--- config.mk ---
export PLATFORM = sky130hd
export DESIGN_NAME = morse_key_timing_decoder_top_flat
export DESIGN_NICKNAME = d
export VERILOG_FILES = /design/src/rtl/core/mkd_pkg.sv /design/src/rtl/core/mkd_if.sv /design/src/rtl/core/mkd_step.sv /design/src/rtl/core/morse_key_timing_decoder_top.sv /design/src/flat_wrapper.sv
export SDC_FILE = /design/constraint.sdc
export NUM_CORES = 1
export LEC_CHECK = 0
export BUFFER_PORTS_ARGS = -buffer_cell sky130_fd_sc_hd__buf_4
export CAP_MARGIN = 20
export CORE_ASPECT_RATIO = 0.6
export CORE_UTILIZATION = 45
export CTS_BUF_LIST = sky130_fd_sc_hd__clkbuf_2
export CTS_CLUSTER_SIZE = 24
export DETAILED_ROUTE_END_ITERATION = 7
export HOLD_SLACK_MARGIN = 0.05
export SETUP_SLACK_MARGIN = 0.3
export SLEW_MARGIN = 20
export SYNTH_ARGS = -nofsm -noshare
export SYNTH_HDL_FRONTEND = slang
export SYNTH_SLANG_ARGS = --single-unit
--- constraint.sdc ---
create_clock -name clk -period 21 [get_ports clk]
set_input_delay 6.3 -clock clk [delete_from_list [all_inputs] [get_ports clk]]
set_output_delay 6.3 -clock clk [all_outputs]
set_load 0.02 [all_outputs]
--- src/rtl/core/mkd_pkg.sv ---
// Package for the keyer timing decoder: widths, register indexes and the
// state, configuration and result structs used by mkd_step and the top level.
// No dependencies.
package mkd_pkg;

  localparam int TIME_BITS    = 32;
  localparam int MAX_ELEMENTS = 8;
  localparam int IDX_W        = 3;
  localparam int CNT_W        = 4;
  localparam int PAT_W        = 8;
  localparam int CFG_IDX_W    = 3;
  localparam int CFG_DATA_W   = 32;

  typedef logic [TIME_BITS-1:0]    time_t;
  typedef logic [MAX_ELEMENTS-1:0] elem_t;
  typedef logic [CNT_W-1:0]        cnt_t;
  typedef logic [PAT_W-1:0]        pat_t;
  typedef logic [CFG_IDX_W-1:0]    cfg_idx_t;
  typedef logic [CFG_DATA_W-1:0]   cfg_data_t;

  localparam cfg_idx_t CFG_DEBOUNCE_TIME  = 3'd0;
  localparam cfg_idx_t CFG_DOT_DASH_LIMIT = 3'd1;
  localparam cfg_idx_t CFG_LONGEST_DASH   = 3'd2;
  localparam cfg_idx_t CFG_LETTER_GAP     = 3'd3;
  localparam cfg_idx_t CFG_WORD_GAP       = 3'd4;
  localparam cfg_idx_t CFG_MESSAGE_GAP    = 3'd5;

  localparam time_t RST_DEBOUNCE_TIME  = 32'd50;
  localparam time_t RST_DOT_DASH_LIMIT = 32'd200;
  localparam time_t RST_LONGEST_DASH   = 32'd1000;
  localparam time_t RST_LETTER_GAP     = 32'd600;
  localparam time_t RST_WORD_GAP       = 32'd1400;
  localparam time_t RST_MESSAGE_GAP    = 32'd5000;

  typedef struct packed {
    time_t debounce_time;
    time_t dot_dash_limit;
    time_t longest_dash;
    time_t letter_gap;
    time_t word_gap;
    time_t message_gap;
  } cfg_t;

  typedef struct packed {
    logic  prev_raw_level;
    time_t debounce_start;
    logic  key_closed;
    time_t change_time;
    elem_t element_bits;
    cnt_t  element_count;
    logic  message_nonempty;
    logic  last_was_space;
  } state_t;

  typedef struct packed {
    logic led_on;
    logic letter_valid;
    pat_t letter_pattern;
    cnt_t letter_length;
    logic space_valid;
    logic message_end;
  } result_t;

endpackage

--- src/rtl/core/mkd_if.sv ---
// Request channel interfaces for the keyer timing decoder (tick in, result out).
// Depends on mkd_pkg.
interface mkd_in_if;
  logic            valid;
  logic            ready;
  mkd_pkg::time_t  now_time;
  logic            key_level;

  modport source (output valid, output now_time, output key_level, input ready);
  modport sink   (input valid, input now_time, input key_level, output ready);
endinterface

interface mkd_out_if;
  logic           valid;
  logic           ready;
  logic           led_on;
  logic           letter_valid;
  mkd_pkg::pat_t  letter_pattern;
  mkd_pkg::cnt_t  letter_length;
  logic           space_valid;
  logic           message_end;

  modport source (output valid, output led_on, output letter_valid, output letter_pattern,
                  output letter_length, output space_valid, output message_end,
                  input ready);
  modport sink   (input valid, input led_on, input letter_valid, input letter_pattern,
                  input letter_length, input space_valid, input message_end,
                  output ready);
endinterface

--- src/rtl/core/mkd_step.sv ---
// Per-tick decode logic: debounce, press classification, element gathering
// and gap flags. Purely combinational. Depends on mkd_pkg.
module mkd_step (
  input  mkd_pkg::cfg_t    cfg,
  input  mkd_pkg::state_t  st,
  input  mkd_pkg::time_t   now_time,
  input  logic             key_level,
  output mkd_pkg::state_t  st_nxt,
  output mkd_pkg::result_t res
);
  import mkd_pkg::*;

  time_t db_start;
  logic  settled;
  time_t ct_clip;
  time_t press_len;
  time_t open_len;
  logic  is_dot;
  logic  is_dash;
  elem_t bits_v;
  cnt_t  cnt_v;
  logic  letter;
  logic  nonempty_v;
  logic  lws_v;

  always_comb begin
    st_nxt = st;
    res    = '0;
    letter = 1'b0;

    db_start = (key_level != st.prev_raw_level) ? now_time : st.debounce_start;
    settled  = (now_time - db_start) > cfg.debounce_time;
    // change time ahead of now is treated as zero
    ct_clip   = (st.change_time > now_time) ? '0 : st.change_time;
    press_len = now_time - ct_clip;
    open_len  = st.key_closed ? '0 : press_len;
    is_dot    = press_len < cfg.dot_dash_limit;
    is_dash   = !is_dot && (press_len < cfg.longest_dash);

    bits_v     = st.element_bits;
    cnt_v      = st.element_count;
    nonempty_v = st.message_nonempty;
    lws_v      = st.last_was_space;

    st_nxt.debounce_start = db_start;
    st_nxt.prev_raw_level = key_level;

    if (settled) begin
      if (!key_level) begin
        if (st.key_closed) begin
          if (is_dot || is_dash) begin
            bits_v[st.element_count[IDX_W-1:0]] = is_dash;
            cnt_v = st.element_count + cnt_t'(1);
            if (cnt_v >= cnt_t'(MAX_ELEMENTS)) begin
              letter = 1'b1;
            end
          end
          st_nxt.change_time = now_time;
          st_nxt.key_closed  = 1'b0;
        end else begin
          st_nxt.change_time = ct_clip;
        end
        if (!letter && cnt_v != '0 && open_len >= cfg.letter_gap) begin
          letter = 1'b1;
        end
        if (letter) begin
          res.letter_valid   = 1'b1;
          res.letter_pattern = pat_t'(bits_v);
          res.letter_length  = cnt_v;
          nonempty_v = 1'b1;
          lws_v      = 1'b0;
          bits_v     = '0;
          cnt_v      = '0;
        end
        if (nonempty_v) begin
          if (open_len >= cfg.message_gap) begin
            res.message_end = 1'b1;
            nonempty_v = 1'b0;
            lws_v      = 1'b0;
          end else if (!lws_v && open_len >= cfg.word_gap) begin
            res.space_valid = 1'b1;
            lws_v = 1'b1;
          end
        end
      end else if (!st.key_closed) begin
        st_nxt.change_time = now_time;
        st_nxt.key_closed  = 1'b1;
      end
    end

    st_nxt.element_bits     = bits_v;
    st_nxt.element_count    = cnt_v;
    st_nxt.message_nonempty = nonempty_v;
    st_nxt.last_was_space   = lws_v;
    res.led_on              = st_nxt.key_closed;
  end

endmodule

--- src/rtl/core/morse_key_timing_decoder_top.sv ---
// Top level of the keyer timing decoder: input register, decode step,
// result register and configuration registers. Depends on mkd_pkg, mkd_if, mkd_step.
// A tick request accepted into the input register is decoded into the result register
// once that register is free or being taken. Throughput: one tick per cycle when
// results are taken; the input register refills while a result waits.
// Reset (rst_n, synchronous): decoder state cleared, registers to defaults,
// both pipeline stages empty.
module morse_key_timing_decoder_top (
  input  logic                 clk,
  input  logic                 rst_n,
  mkd_in_if.sink               in_chan,
  mkd_out_if.source            out_chan,
  input  logic                 cfg_we,
  input  mkd_pkg::cfg_idx_t    cfg_index,
  input  mkd_pkg::cfg_data_t   cfg_wdata
);
  import mkd_pkg::*;

  cfg_t    cfg_r;
  state_t  state_r;
  state_t  state_nxt;
  result_t res_nxt;
  result_t res_r;
  logic    out_valid_r;
  logic    stg_valid_r;
  time_t   stg_now_r;
  logic    stg_key_r;
  logic    in_fire;
  logic    advance;

  assign advance       = stg_valid_r && (!out_valid_r || out_chan.ready);
  assign in_chan.ready = !stg_valid_r || advance;
  assign in_fire       = in_chan.valid && in_chan.ready;

  mkd_step u_step (
    .cfg       (cfg_r),
    .st        (state_r),
    .now_time  (stg_now_r),
    .key_level (stg_key_r),
    .st_nxt    (state_nxt),
    .res       (res_nxt)
  );

  always_ff @(posedge clk) begin
    if (!rst_n) begin
      cfg_r.debounce_time  <= RST_DEBOUNCE_TIME;
      cfg_r.dot_dash_limit <= RST_DOT_DASH_LIMIT;
      cfg_r.longest_dash   <= RST_LONGEST_DASH;
      cfg_r.letter_gap     <= RST_LETTER_GAP;
      cfg_r.word_gap       <= RST_WORD_GAP;
      cfg_r.message_gap    <= RST_MESSAGE_GAP;
    end else if (cfg_we) begin
      case (cfg_index)
        CFG_DEBOUNCE_TIME:  cfg_r.debounce_time  <= cfg_wdata;
        CFG_DOT_DASH_LIMIT: cfg_r.dot_dash_limit <= cfg_wdata;
        CFG_LONGEST_DASH:   cfg_r.longest_dash   <= cfg_wdata;
        CFG_LETTER_GAP:     cfg_r.letter_gap     <= cfg_wdata;
        CFG_WORD_GAP:       cfg_r.word_gap       <= cfg_wdata;
        CFG_MESSAGE_GAP:    cfg_r.message_gap    <= cfg_wdata;
        default: ;
      endcase
    end
  end

  always_ff @(posedge clk) begin
    if (!rst_n) begin
      stg_valid_r <= 1'b0;
    end else if (in_fire) begin
      stg_valid_r <= 1'b1;
    end else if (advance) begin
      stg_valid_r <= 1'b0;
    end
  end

  always_ff @(posedge clk) begin
    if (in_fire) begin
      stg_now_r <= in_chan.now_time;
      stg_key_r <= in_chan.key_level;
    end
  end

  always_ff @(posedge clk) begin
    if (!rst_n) begin
      state_r     <= '0;
      out_valid_r <= 1'b0;
    end else if (advance) begin
      state_r     <= state_nxt;
      out_valid_r <= 1'b1;
    end else if (out_chan.ready) begin
      out_valid_r <= 1'b0;
    end
  end

  always_ff @(posedge clk) begin
    if (advance) begin
      res_r <= res_nxt;
    end
  end

  assign out_chan.valid          = out_valid_r;
  assign out_chan.led_on         = res_r.led_on;
  assign out_chan.letter_valid   = res_r.letter_valid;
  assign out_chan.letter_pattern = res_r.letter_pattern;
  assign out_chan.letter_length  = res_r.letter_length;
  assign out_chan.space_valid    = res_r.space_valid;
  assign out_chan.message_end    = res_r.message_end;

endmodule
--- src/flat_wrapper.sv ---
// flat-port wrapper written by rule: the top's interface ports become plain ports
module morse_key_timing_decoder_top_flat import mkd_pkg::*;
  (clk, rst_n, cfg_we, cfg_index, cfg_wdata, in_chan_valid, in_chan_now_time, in_chan_key_level, in_chan_ready, out_chan_valid, out_chan_led_on, out_chan_letter_valid, out_chan_letter_pattern, out_chan_letter_length, out_chan_space_valid, out_chan_message_end, out_chan_ready);
  mkd_in_if in_chan_i ();
  mkd_out_if out_chan_i ();
  input  logic clk;
  input  logic rst_n;
  input  logic cfg_we;
  input  mkd_pkg::cfg_idx_t cfg_index;
  input  mkd_pkg::cfg_data_t cfg_wdata;
  input wire logic [$bits(in_chan_i.valid)-1:0] in_chan_valid;
  input wire logic [$bits(in_chan_i.now_time)-1:0] in_chan_now_time;
  input wire logic [$bits(in_chan_i.key_level)-1:0] in_chan_key_level;
  output wire logic [$bits(in_chan_i.ready)-1:0] in_chan_ready;
  output wire logic [$bits(out_chan_i.valid)-1:0] out_chan_valid;
  output wire logic [$bits(out_chan_i.led_on)-1:0] out_chan_led_on;
  output wire logic [$bits(out_chan_i.letter_valid)-1:0] out_chan_letter_valid;
  output wire logic [$bits(out_chan_i.letter_pattern)-1:0] out_chan_letter_pattern;
  output wire logic [$bits(out_chan_i.letter_length)-1:0] out_chan_letter_length;
  output wire logic [$bits(out_chan_i.space_valid)-1:0] out_chan_space_valid;
  output wire logic [$bits(out_chan_i.message_end)-1:0] out_chan_message_end;
  input wire logic [$bits(out_chan_i.ready)-1:0] out_chan_ready;
  assign in_chan_i.valid = in_chan_valid;
  assign in_chan_i.now_time = in_chan_now_time;
  assign in_chan_i.key_level = in_chan_key_level;
  assign in_chan_ready = in_chan_i.ready;
  assign out_chan_valid = out_chan_i.valid;
  assign out_chan_led_on = out_chan_i.led_on;
  assign out_chan_letter_valid = out_chan_i.letter_valid;
  assign out_chan_letter_pattern = out_chan_i.letter_pattern;
  assign out_chan_letter_length = out_chan_i.letter_length;
  assign out_chan_space_valid = out_chan_i.space_valid;
  assign out_chan_message_end = out_chan_i.message_end;
  assign out_chan_i.ready = out_chan_ready;
  morse_key_timing_decoder_top u_core (.clk(clk), .rst_n(rst_n), .in_chan(in_chan_i), .out_chan(out_chan_i), .cfg_we(cfg_we), .cfg_index(cfg_index), .cfg_wdata(cfg_wdata));
endmodule
==> impl_results.md, run 1 <==
- Clk Latency, worst-skew pair: a little under 1 ns
- Clock sinks: 323
- Unique cell type count in the Yosys netlist: between 80 and 90
- HP Start: u_core.cfg_r[119]
- Register area share after synthesis: 33.41%
- Worst-path clk slew: 0.10 ns
- Final Hold Fails: 0
- Post-route minimum period: 13.33 ns
- CTS tree: built
- R2R cell count: 31
- Ys Warns: 0
- DRC errors left: 0
- Syn nets: 2929
- Worst Hold Class: register to register
- P per Cell Area: 74.54 nW/um2
- Total negative slack: 0 ns
- Vias in the first global route: 17.69k
- # rows: 60
- Largest net degree at the start of global routing: 98
- Initial Utilization: 46.07%
- CTS buffer count: 80
- Synth Instances: 2568
- Reg2reg end: u_core.out_chan.message_end
- Area leader, netlist: dfxtp_1
- Final period utilization: 63.47%
- Post-synth top area share: 26.34%
- Drt wl/cell: between 15 and 20 um
- Reg2reg start: u_core.stg_now_r[18]
- Dpl hpwl: between 40 and 50 mm
- Share of layout cells above drive strength 1: 10.38%
- Mapped Area: between 20000 and 25000 um2
- Starting DRT DRC Count: 1379
- Via density per instance: around 5.5
- Most common cell after layout, fill and taps aside: nand2_1
- Total GRT Usage: 24.36%
- RSZ-0062 raised after global routing: false
- Status: finished, final reports clean
- Met3 usage: under 10%
- Busiest grt layer: met2
- Worst slew margin: 28.09%
- Cts repair resizes: 0
- Yosys reg bits: 323
- Actual slew at the worst max-slew pin: about 1.1 ns
- First-pass GRT wire length: between 90 and 100 mm
- Post-Layout Cell Count: 3339
- Initial antenna violation count: 1
- Core area: 45190 um2
- Hold slack: roughly 0.46 ns
- Top FF cell, synth: dfxtp_1
- DRT Pass-1 Iters: 5
- Setup Skew: 0.06371 ns
- Nets: 3023
- Root buffer cell: clkbuf_2
- Setup Fix Bufs, Post-CTS: 0
- Wirelength, routed: 57.44 mm
- EDFF count, synth: 49
- Peak Freq: between 0.07 and 0.08 GHz
- Die W: ~280 um
- Placer congestion estimate: 0.9011
- Top Ports: 91
- R2R Setup Slk: 12.19 ns
- Synth-to-Final Area Change: 9.566%
- Most frequent cells in the layout: 520 x nand2_1, 286 x ha_1, 285 x a21oi_1
- LEAKAGE: 9.206 nW
- CP Launch Type: input pin
- Setup CP Type: input pin to output pin
- CTS Hold Buffers Added: 0
- Filler cell count: 4443
- Routing usage on met1: 34.48%
- Hold Path Depth: 2
- Via count: 18.26k
- DIE AREA: 47170 um2
- Synth area leaders: dfxtp_1 26%, ha_1 17%, nand2_1 9.4%, edfxtp_1 7.1%, a21oi_1 6.9%
- Max_cap viols: 0
- Max Slew Vio Count: 0
- Antenna-violating nets left: 0
- Pwr Total: 0.001701 W
- Setup crit end kind: output pin
- Post-Syn Area per Cell: just over 8 um2
- Die height: 168.6 um
- Htree depth: 3
- Fraction of registers with async set/reset: 0%
- CP max FO: 5
- Worst Hold End: u_core.cfg_r[119]
- Final Setup Violations: 0
- Total gr overflow: 0
- Clock Path Buffers: 3
- Critical path arrival: roughly 7 ns
- Cells after DPL: approximately 3.2k
- Required @ worst endpoint: ~15 ns
- Worst IR Drop VDD: 0.03117 mV
- Port Buffers: 90
- Global-route met2 utilization: about 38%
==> sequential cells by signal, summed over array words and instances (netlist names) <==
| signal | count |
|---|---|
| u_core.out_chan.letter_length | 4 |
| u_core.out_chan.letter_valid | 1 |
| u_core.out_chan.valid | 1 |
| u_core.cfg_r | 192 |
| u_core.stg_valid_r | 1 |
| u_core.state_r | 80 |
| u_core.out_chan.letter_pattern | 8 |
| u_core.out_chan.message_end | 1 |
| u_core.stg_now_r | 32 |
| u_core.out_chan.space_valid | 1 |
| u_core.stg_key_r | 1 |
| u_core.out_chan.led_on | 1 |
==> area by class of cell <==
type / instances / area (um2) / share of cell area (%)
inverters: 255 / 962.2 / 4.217
diodes: 1 / 2.502 / 0.01097
clock inverters: 23 / 141.4 / 0.6197
flip-flops and latches: 323 / 6957 / 30.49
clock buffers: 115 / 575.6 / 2.523
multi-input cells: 1892 / 12570 / 55.08
well taps: 620 / 775.7 / 3.400
repair buffers: 110 / 833.3 / 3.653
==> cells by family (layout without fill, tap and decap cells) <==
group | after synthesis | in the layout | share of synthesized area [%]
other cells | 0 | 1 | 0
flops | 323 | 323 | 33.41
xor+xnor | 57 | 57 | 2.398
mux | 37 | 37 | 1.803
compound gates | 650 | 650 | 20.32
simple gates | 860 | 860 | 18.19
buf+inv | 353 | 503 | 6.496
fa+ha+maj | 288 | 288 | 17.38
==> cells in the mapped netlist, drive strengths merged, types with 4 or more instances <==
cell type and n:
nor2 114, a32o 6, and2 30, nand4 32, mux2 4, a211o 6, nor4 7, o21ai 65
a21boi 9, nor2b 25, or2 5, a21o 68, xnor2 41, a2111oi 9, o31ai 4, a21oi 289
and3 11, inv 253, a211oi 31, a22oi 32, nand3 30, o21a 18, nor3 36, nand2 523
mux2i 33, buf 13, a31oi 8, or3 7, a31o 7, nor3b 5, a221oi 5, o21bai 11
xor2 16, a221o 8, ha 286, o41ai 6, a22o 4, clkbuf 85, dfxtp 274, o211ai 36
and4 6, edfxtp 49, nand2b 20, o2111ai 6
==> worst max-delay path by stage <==
stage                               from            end  slack, ns
after floorplan           out_chan_ready  in_chan_ready       7.95
after global placement    out_chan_ready  in_chan_ready       7.68
after detailed placement  out_chan_ready  in_chan_ready       7.66
after CTS                 out_chan_ready  in_chan_ready       7.66
after global routing      out_chan_ready  in_chan_ready       7.60
final                     out_chan_ready  in_chan_ready       7.67
==> metal layers <==
metal  share of wire [%]  vias to the layer above
li1                    -                     9140
met1                  49                     8559
met2                  43                      465
met3                 6.0                       97
met4                 2.1                        0
met5                   0                        -
==> metrics by stage <==
step	area [um2]	setup WS, ns	util, %
2_1_floorplan	20820	7.948	-
3_3_place_gp	22070	7.679	48.84
3_5_place_dp	22070	7.664	48.84
4_1_cts	22790	7.661	50.43
5_1_grt	22810	7.595	50.48
6_report	22810	7.671	50.48
==> report_power, final <==
group | switching [W] | total [W] | internal [W] | leakage, nW
clock network | 0.000273 | 0.000443 | 0.000170 | 0.546
registers | 0.0000164 | 0.000666 | 0.000649 | 2.69
logic | 0.000354 | 0.000592 | 0.000238 | 5.97
==> worst max-delay path, stage by stage <==
cell and delay [ns]:
buf_4 0.11, nor2b_1 0.32, nand2_1 0.13, buf_4 0.17
(Power assumes the default switching activity.)
==> inputs of run 2 (changes only) <==
==> constraint.sdc (replaced) <==
create_clock -name clk -period 12.6 [get_ports clk]
set_input_delay 3.78 -clock clk [delete_from_list [all_inputs] [get_ports clk]]
set_output_delay 3.78 -clock clk [all_outputs]
set_load 0.02 [all_outputs]
==> run 2 against run 1 <==
Against the previous run:
- power grew 71%
- first-iteration DRC count shrank 7.3%
- combinational power increased by 68%
- clock power rose by 80%
- non-clock buffer count is 2 lower
- clock skew rose by 0.033 ns
- utilization rose by 0.12 points
- wire length up 4.8%
- global-route usage rose by 1.1 points
- worst hold slack got worse by 0.00068 ns
- register-to-register slack worse by 8.3 ns
- setup slack got worse by 3.8 ns
- critical endpoint is now u_core.state_r[4]
- largest power group unchanged
==> impl_results.md, run 2 (synthesis results as in run 1) <==
- Placer congestion estimate: 0.9364 (+3.9%)
- Max Slew Vio Count: 0 (unchanged)
- Core area: 45190 um2 (unchanged)
- Setup crit end kind: register
- Antenna-violating nets left: 0 (unchanged)
- Share of layout cells above drive strength 1: 10.98% (+0.61 points)
- Via count: 18.35k (+0.48%)
- Clock sinks: 323 (unchanged)
- DRT Pass-1 Iters: 5 (unchanged)
- CTS tree: built
- Worst-path clk slew: 0.12 ns (+0.02 ns)
- Die height: 168.6 um (unchanged)
- CTS buffer count: 84 (+5.0%)
- Combinational share of power: 34.3% (-0.5 points)
- Cells after DPL: 3198 (-0.031%)
- Slowest stage cell, crit path: or4_1
- Largest delay share family, worst path: compound AO/OA/AOI/OAI gates
- Power share of the clock group: 27.4% (+1.3 points)
- Critical path arrival: 9.61 ns (+2.58 ns)
- R2R Setup Slk: 3.87 ns (-8.32 ns)
- Drt wl/cell: 18.00 um (+4.6%)
- Post-route minimum period: ~8.7 ns
- Wirelength, routed: 60.20 mm (+4.8%)
- Setup Skew: 0.09643 ns (+0.03273 ns)
- DIE AREA: 47170 um2 (unchanged)
- Routing usage on met1: 36.73% (+2.2 points)
- Synth-to-Final Area Change: 9.837%
- Final Setup Violations: 0 (unchanged)
- Worst Hold Class: register to register
- P_int: 0.001807 W (+71%)
- Sequential share of power: 38.2% (-0.9 points)
- Clk Latency, worst-skew pair: 1.03 ns (+0.04 ns)
- Vias in the first global route: 17.61k (-0.45%)
- Global-route met2 utilization: 39.01% (+1.2 points)
- Clock Path Buffers: 3 (unchanged)
- CP max FO: 20 (+15)
- First-pass GRT wire length: 95.99 mm (+3.9%)
- Biggest register: u_core.cfg_r
- Total gr overflow: 0 (unchanged)
- Post-route cell area: 22870 um2 (+0.25%)
- Met3 usage: 4.403% (+0.097 points)
- Total negative slack: 0 ns (unchanged)
- Nets: 3025 (+0.066%)
- CP Launch Type: register
- Worst IR Drop VDD: 0.06229 mV (+100%)
- Required @ worst endpoint: 13.48 ns (-1.22 ns)
- Port Buffers: 90 (unchanged)
- Initial Utilization: 46.07% (unchanged)
- Largest net degree at the start of global routing: 94 (-4.1%)
- Max_cap viols: 0 (unchanged)
- Slowest cell delay on critical path: 0.56 ns (+0.24 ns)
- Die W: 279.7 um (unchanged)
- Cts repair resizes: 0 (unchanged)
- Final period utilization: approximately 69%
- Max reg flops: 192 (unchanged)
- P per Cell Area: 127.0 nW/um2 (+70%)
- Root buffer cell: clkbuf_2
- Htree depth: 3 (unchanged)
- Initial antenna violation count: 1 (unchanged)
- Worst slew margin: 33.80% (+5.7 points)
- # rows: 60 (unchanged)
- Final Hold Fails: 0 (unchanged)
- Dpl hpwl: 44.45 mm (+4.0%)
- CTS Hold Buffers Added: 0 (unchanged)
- Setup CP Type: register to register
- Area after DPL: 22070 um2 (about the same)
- Post-Layout Cell Count: 3345 (+0.18%)
- DRC errors left: 0 (unchanged)
- RSZ-0062 raised after global routing: false
- Total GRT Usage: 25.51% (+1.1 points)
- Most common cell after layout, fill and taps aside: nand2_1
- Switching Share: 37.81% (about the same)
- Actual slew at the worst max-slew pin: 0.9930 ns (-0.08573 ns)
- Peak Freq: around 0.11 GHz
- Top Ports: 91 (unchanged)
- Busiest grt layer: met2
- Net switching power: 0.001099 W (+71%)
- Fin util: 50.61% (+0.12 points)
- Crit path buffers/inverters: 2 (unchanged)
- Most frequent cells in the layout: 518 x nand2_1, 286 x ha_1, 285 x a21oi_1
- Status: finished, final reports clean
- Starting DRT DRC Count: 1279 (-7.3%)
- Via density per instance: 5.486 (+0.30%)
- Top flop regs: u_core.cfg_r: 192 flops, u_core.state_r: 80 flops, u_core.stg_now_r: 32 flops
- Setup Fix Bufs, Post-CTS: 0 (unchanged)
- LEAKAGE: 9.258 nW (+0.56%)
## run 2: changes by cell type in the layout (fill, tap and decap cells not counted), sizes merged
cell / previous run / this run
clkinv: 21 / 12
diode: 1 / 2
clkbuf: 115 / 129
inv: 255 / 256
bufinv: 2 / 3
buf: 110 / 108
## run 2: metrics by stage
stage / hold slack (ns) / setup WS (ns) / total power (W)
finish: 0.4575 / 3.870 / 0.002905
detailed placement: 0.4470 / 3.937 / 0.002115
CTS: 0.4596 / 3.902 / 0.002931
global route: 0.4779 / 3.271 / 0.003119
floorplan: 0.4338 / 4.588 / 0.001819
global placement: 0.4420 / 4.278 / 0.002087
## run 2: final timing paths
path,startpoint,endpoint,cells after the start
setup / recovery,u_core.stg_now_r[18],u_core.state_r[4],30
hold / removal,u_core.cfg_r[57],u_core.cfg_r[57],2
setup reg to reg,u_core.stg_now_r[18],u_core.state_r[4],30
hold reg to reg,u_core.cfg_r[57],u_core.cfg_r[57],2
## run 2: power groups by stage
stage,clock [W],sequential [W],combinational (W)
6_report,0.000797,0.00111,0.000997
5_1_grt,0.000884,0.00112,0.00112
4_1_cts,0.000830,0.00111,0.000991
3_5_place_dp,0,0.00113,0.000981
2_1_floorplan,0,0.00113,0.000692
3_3_place_gp,0,0.00113,0.000955
## run 2: tightest hold or removal path, cell delays in order (launching register included)
cell	delay (ns)
dfxtp_1	0.32
nand2_1	0.05
a21oi_1	0.05
## run 2: final cells by class
| class | instances | area [um2] |
|---|---|---|
| clock buffer | 129 | 645.6 |
| tap | 620 | 775.7 |
| inverter | 255 | 962.2 |
| fill | 4421 | 22320 |
| timing repair buffer | 108 | 810.8 |
| clock inverter | 16 | 142.6 |
| sequential | 323 | 6957 |
| multi-input combinational | 1892 | 12570 |
| antenna | 2 | 5.005 |
## run 2: per-layer routing
| metal | vias to the layer above | wire length [um] | share of wire, % |
|---|---|---|---|
| met5 | - | 0 | 0 |
| met2 | 490 | 25700 | 43 |
| met3 | 100 | 3488 | 5.8 |
| met4 | 0 | 1161 | 1.9 |
| li1 | 9146 | - | - |
| met1 | 8613 | 29850 | 50 |
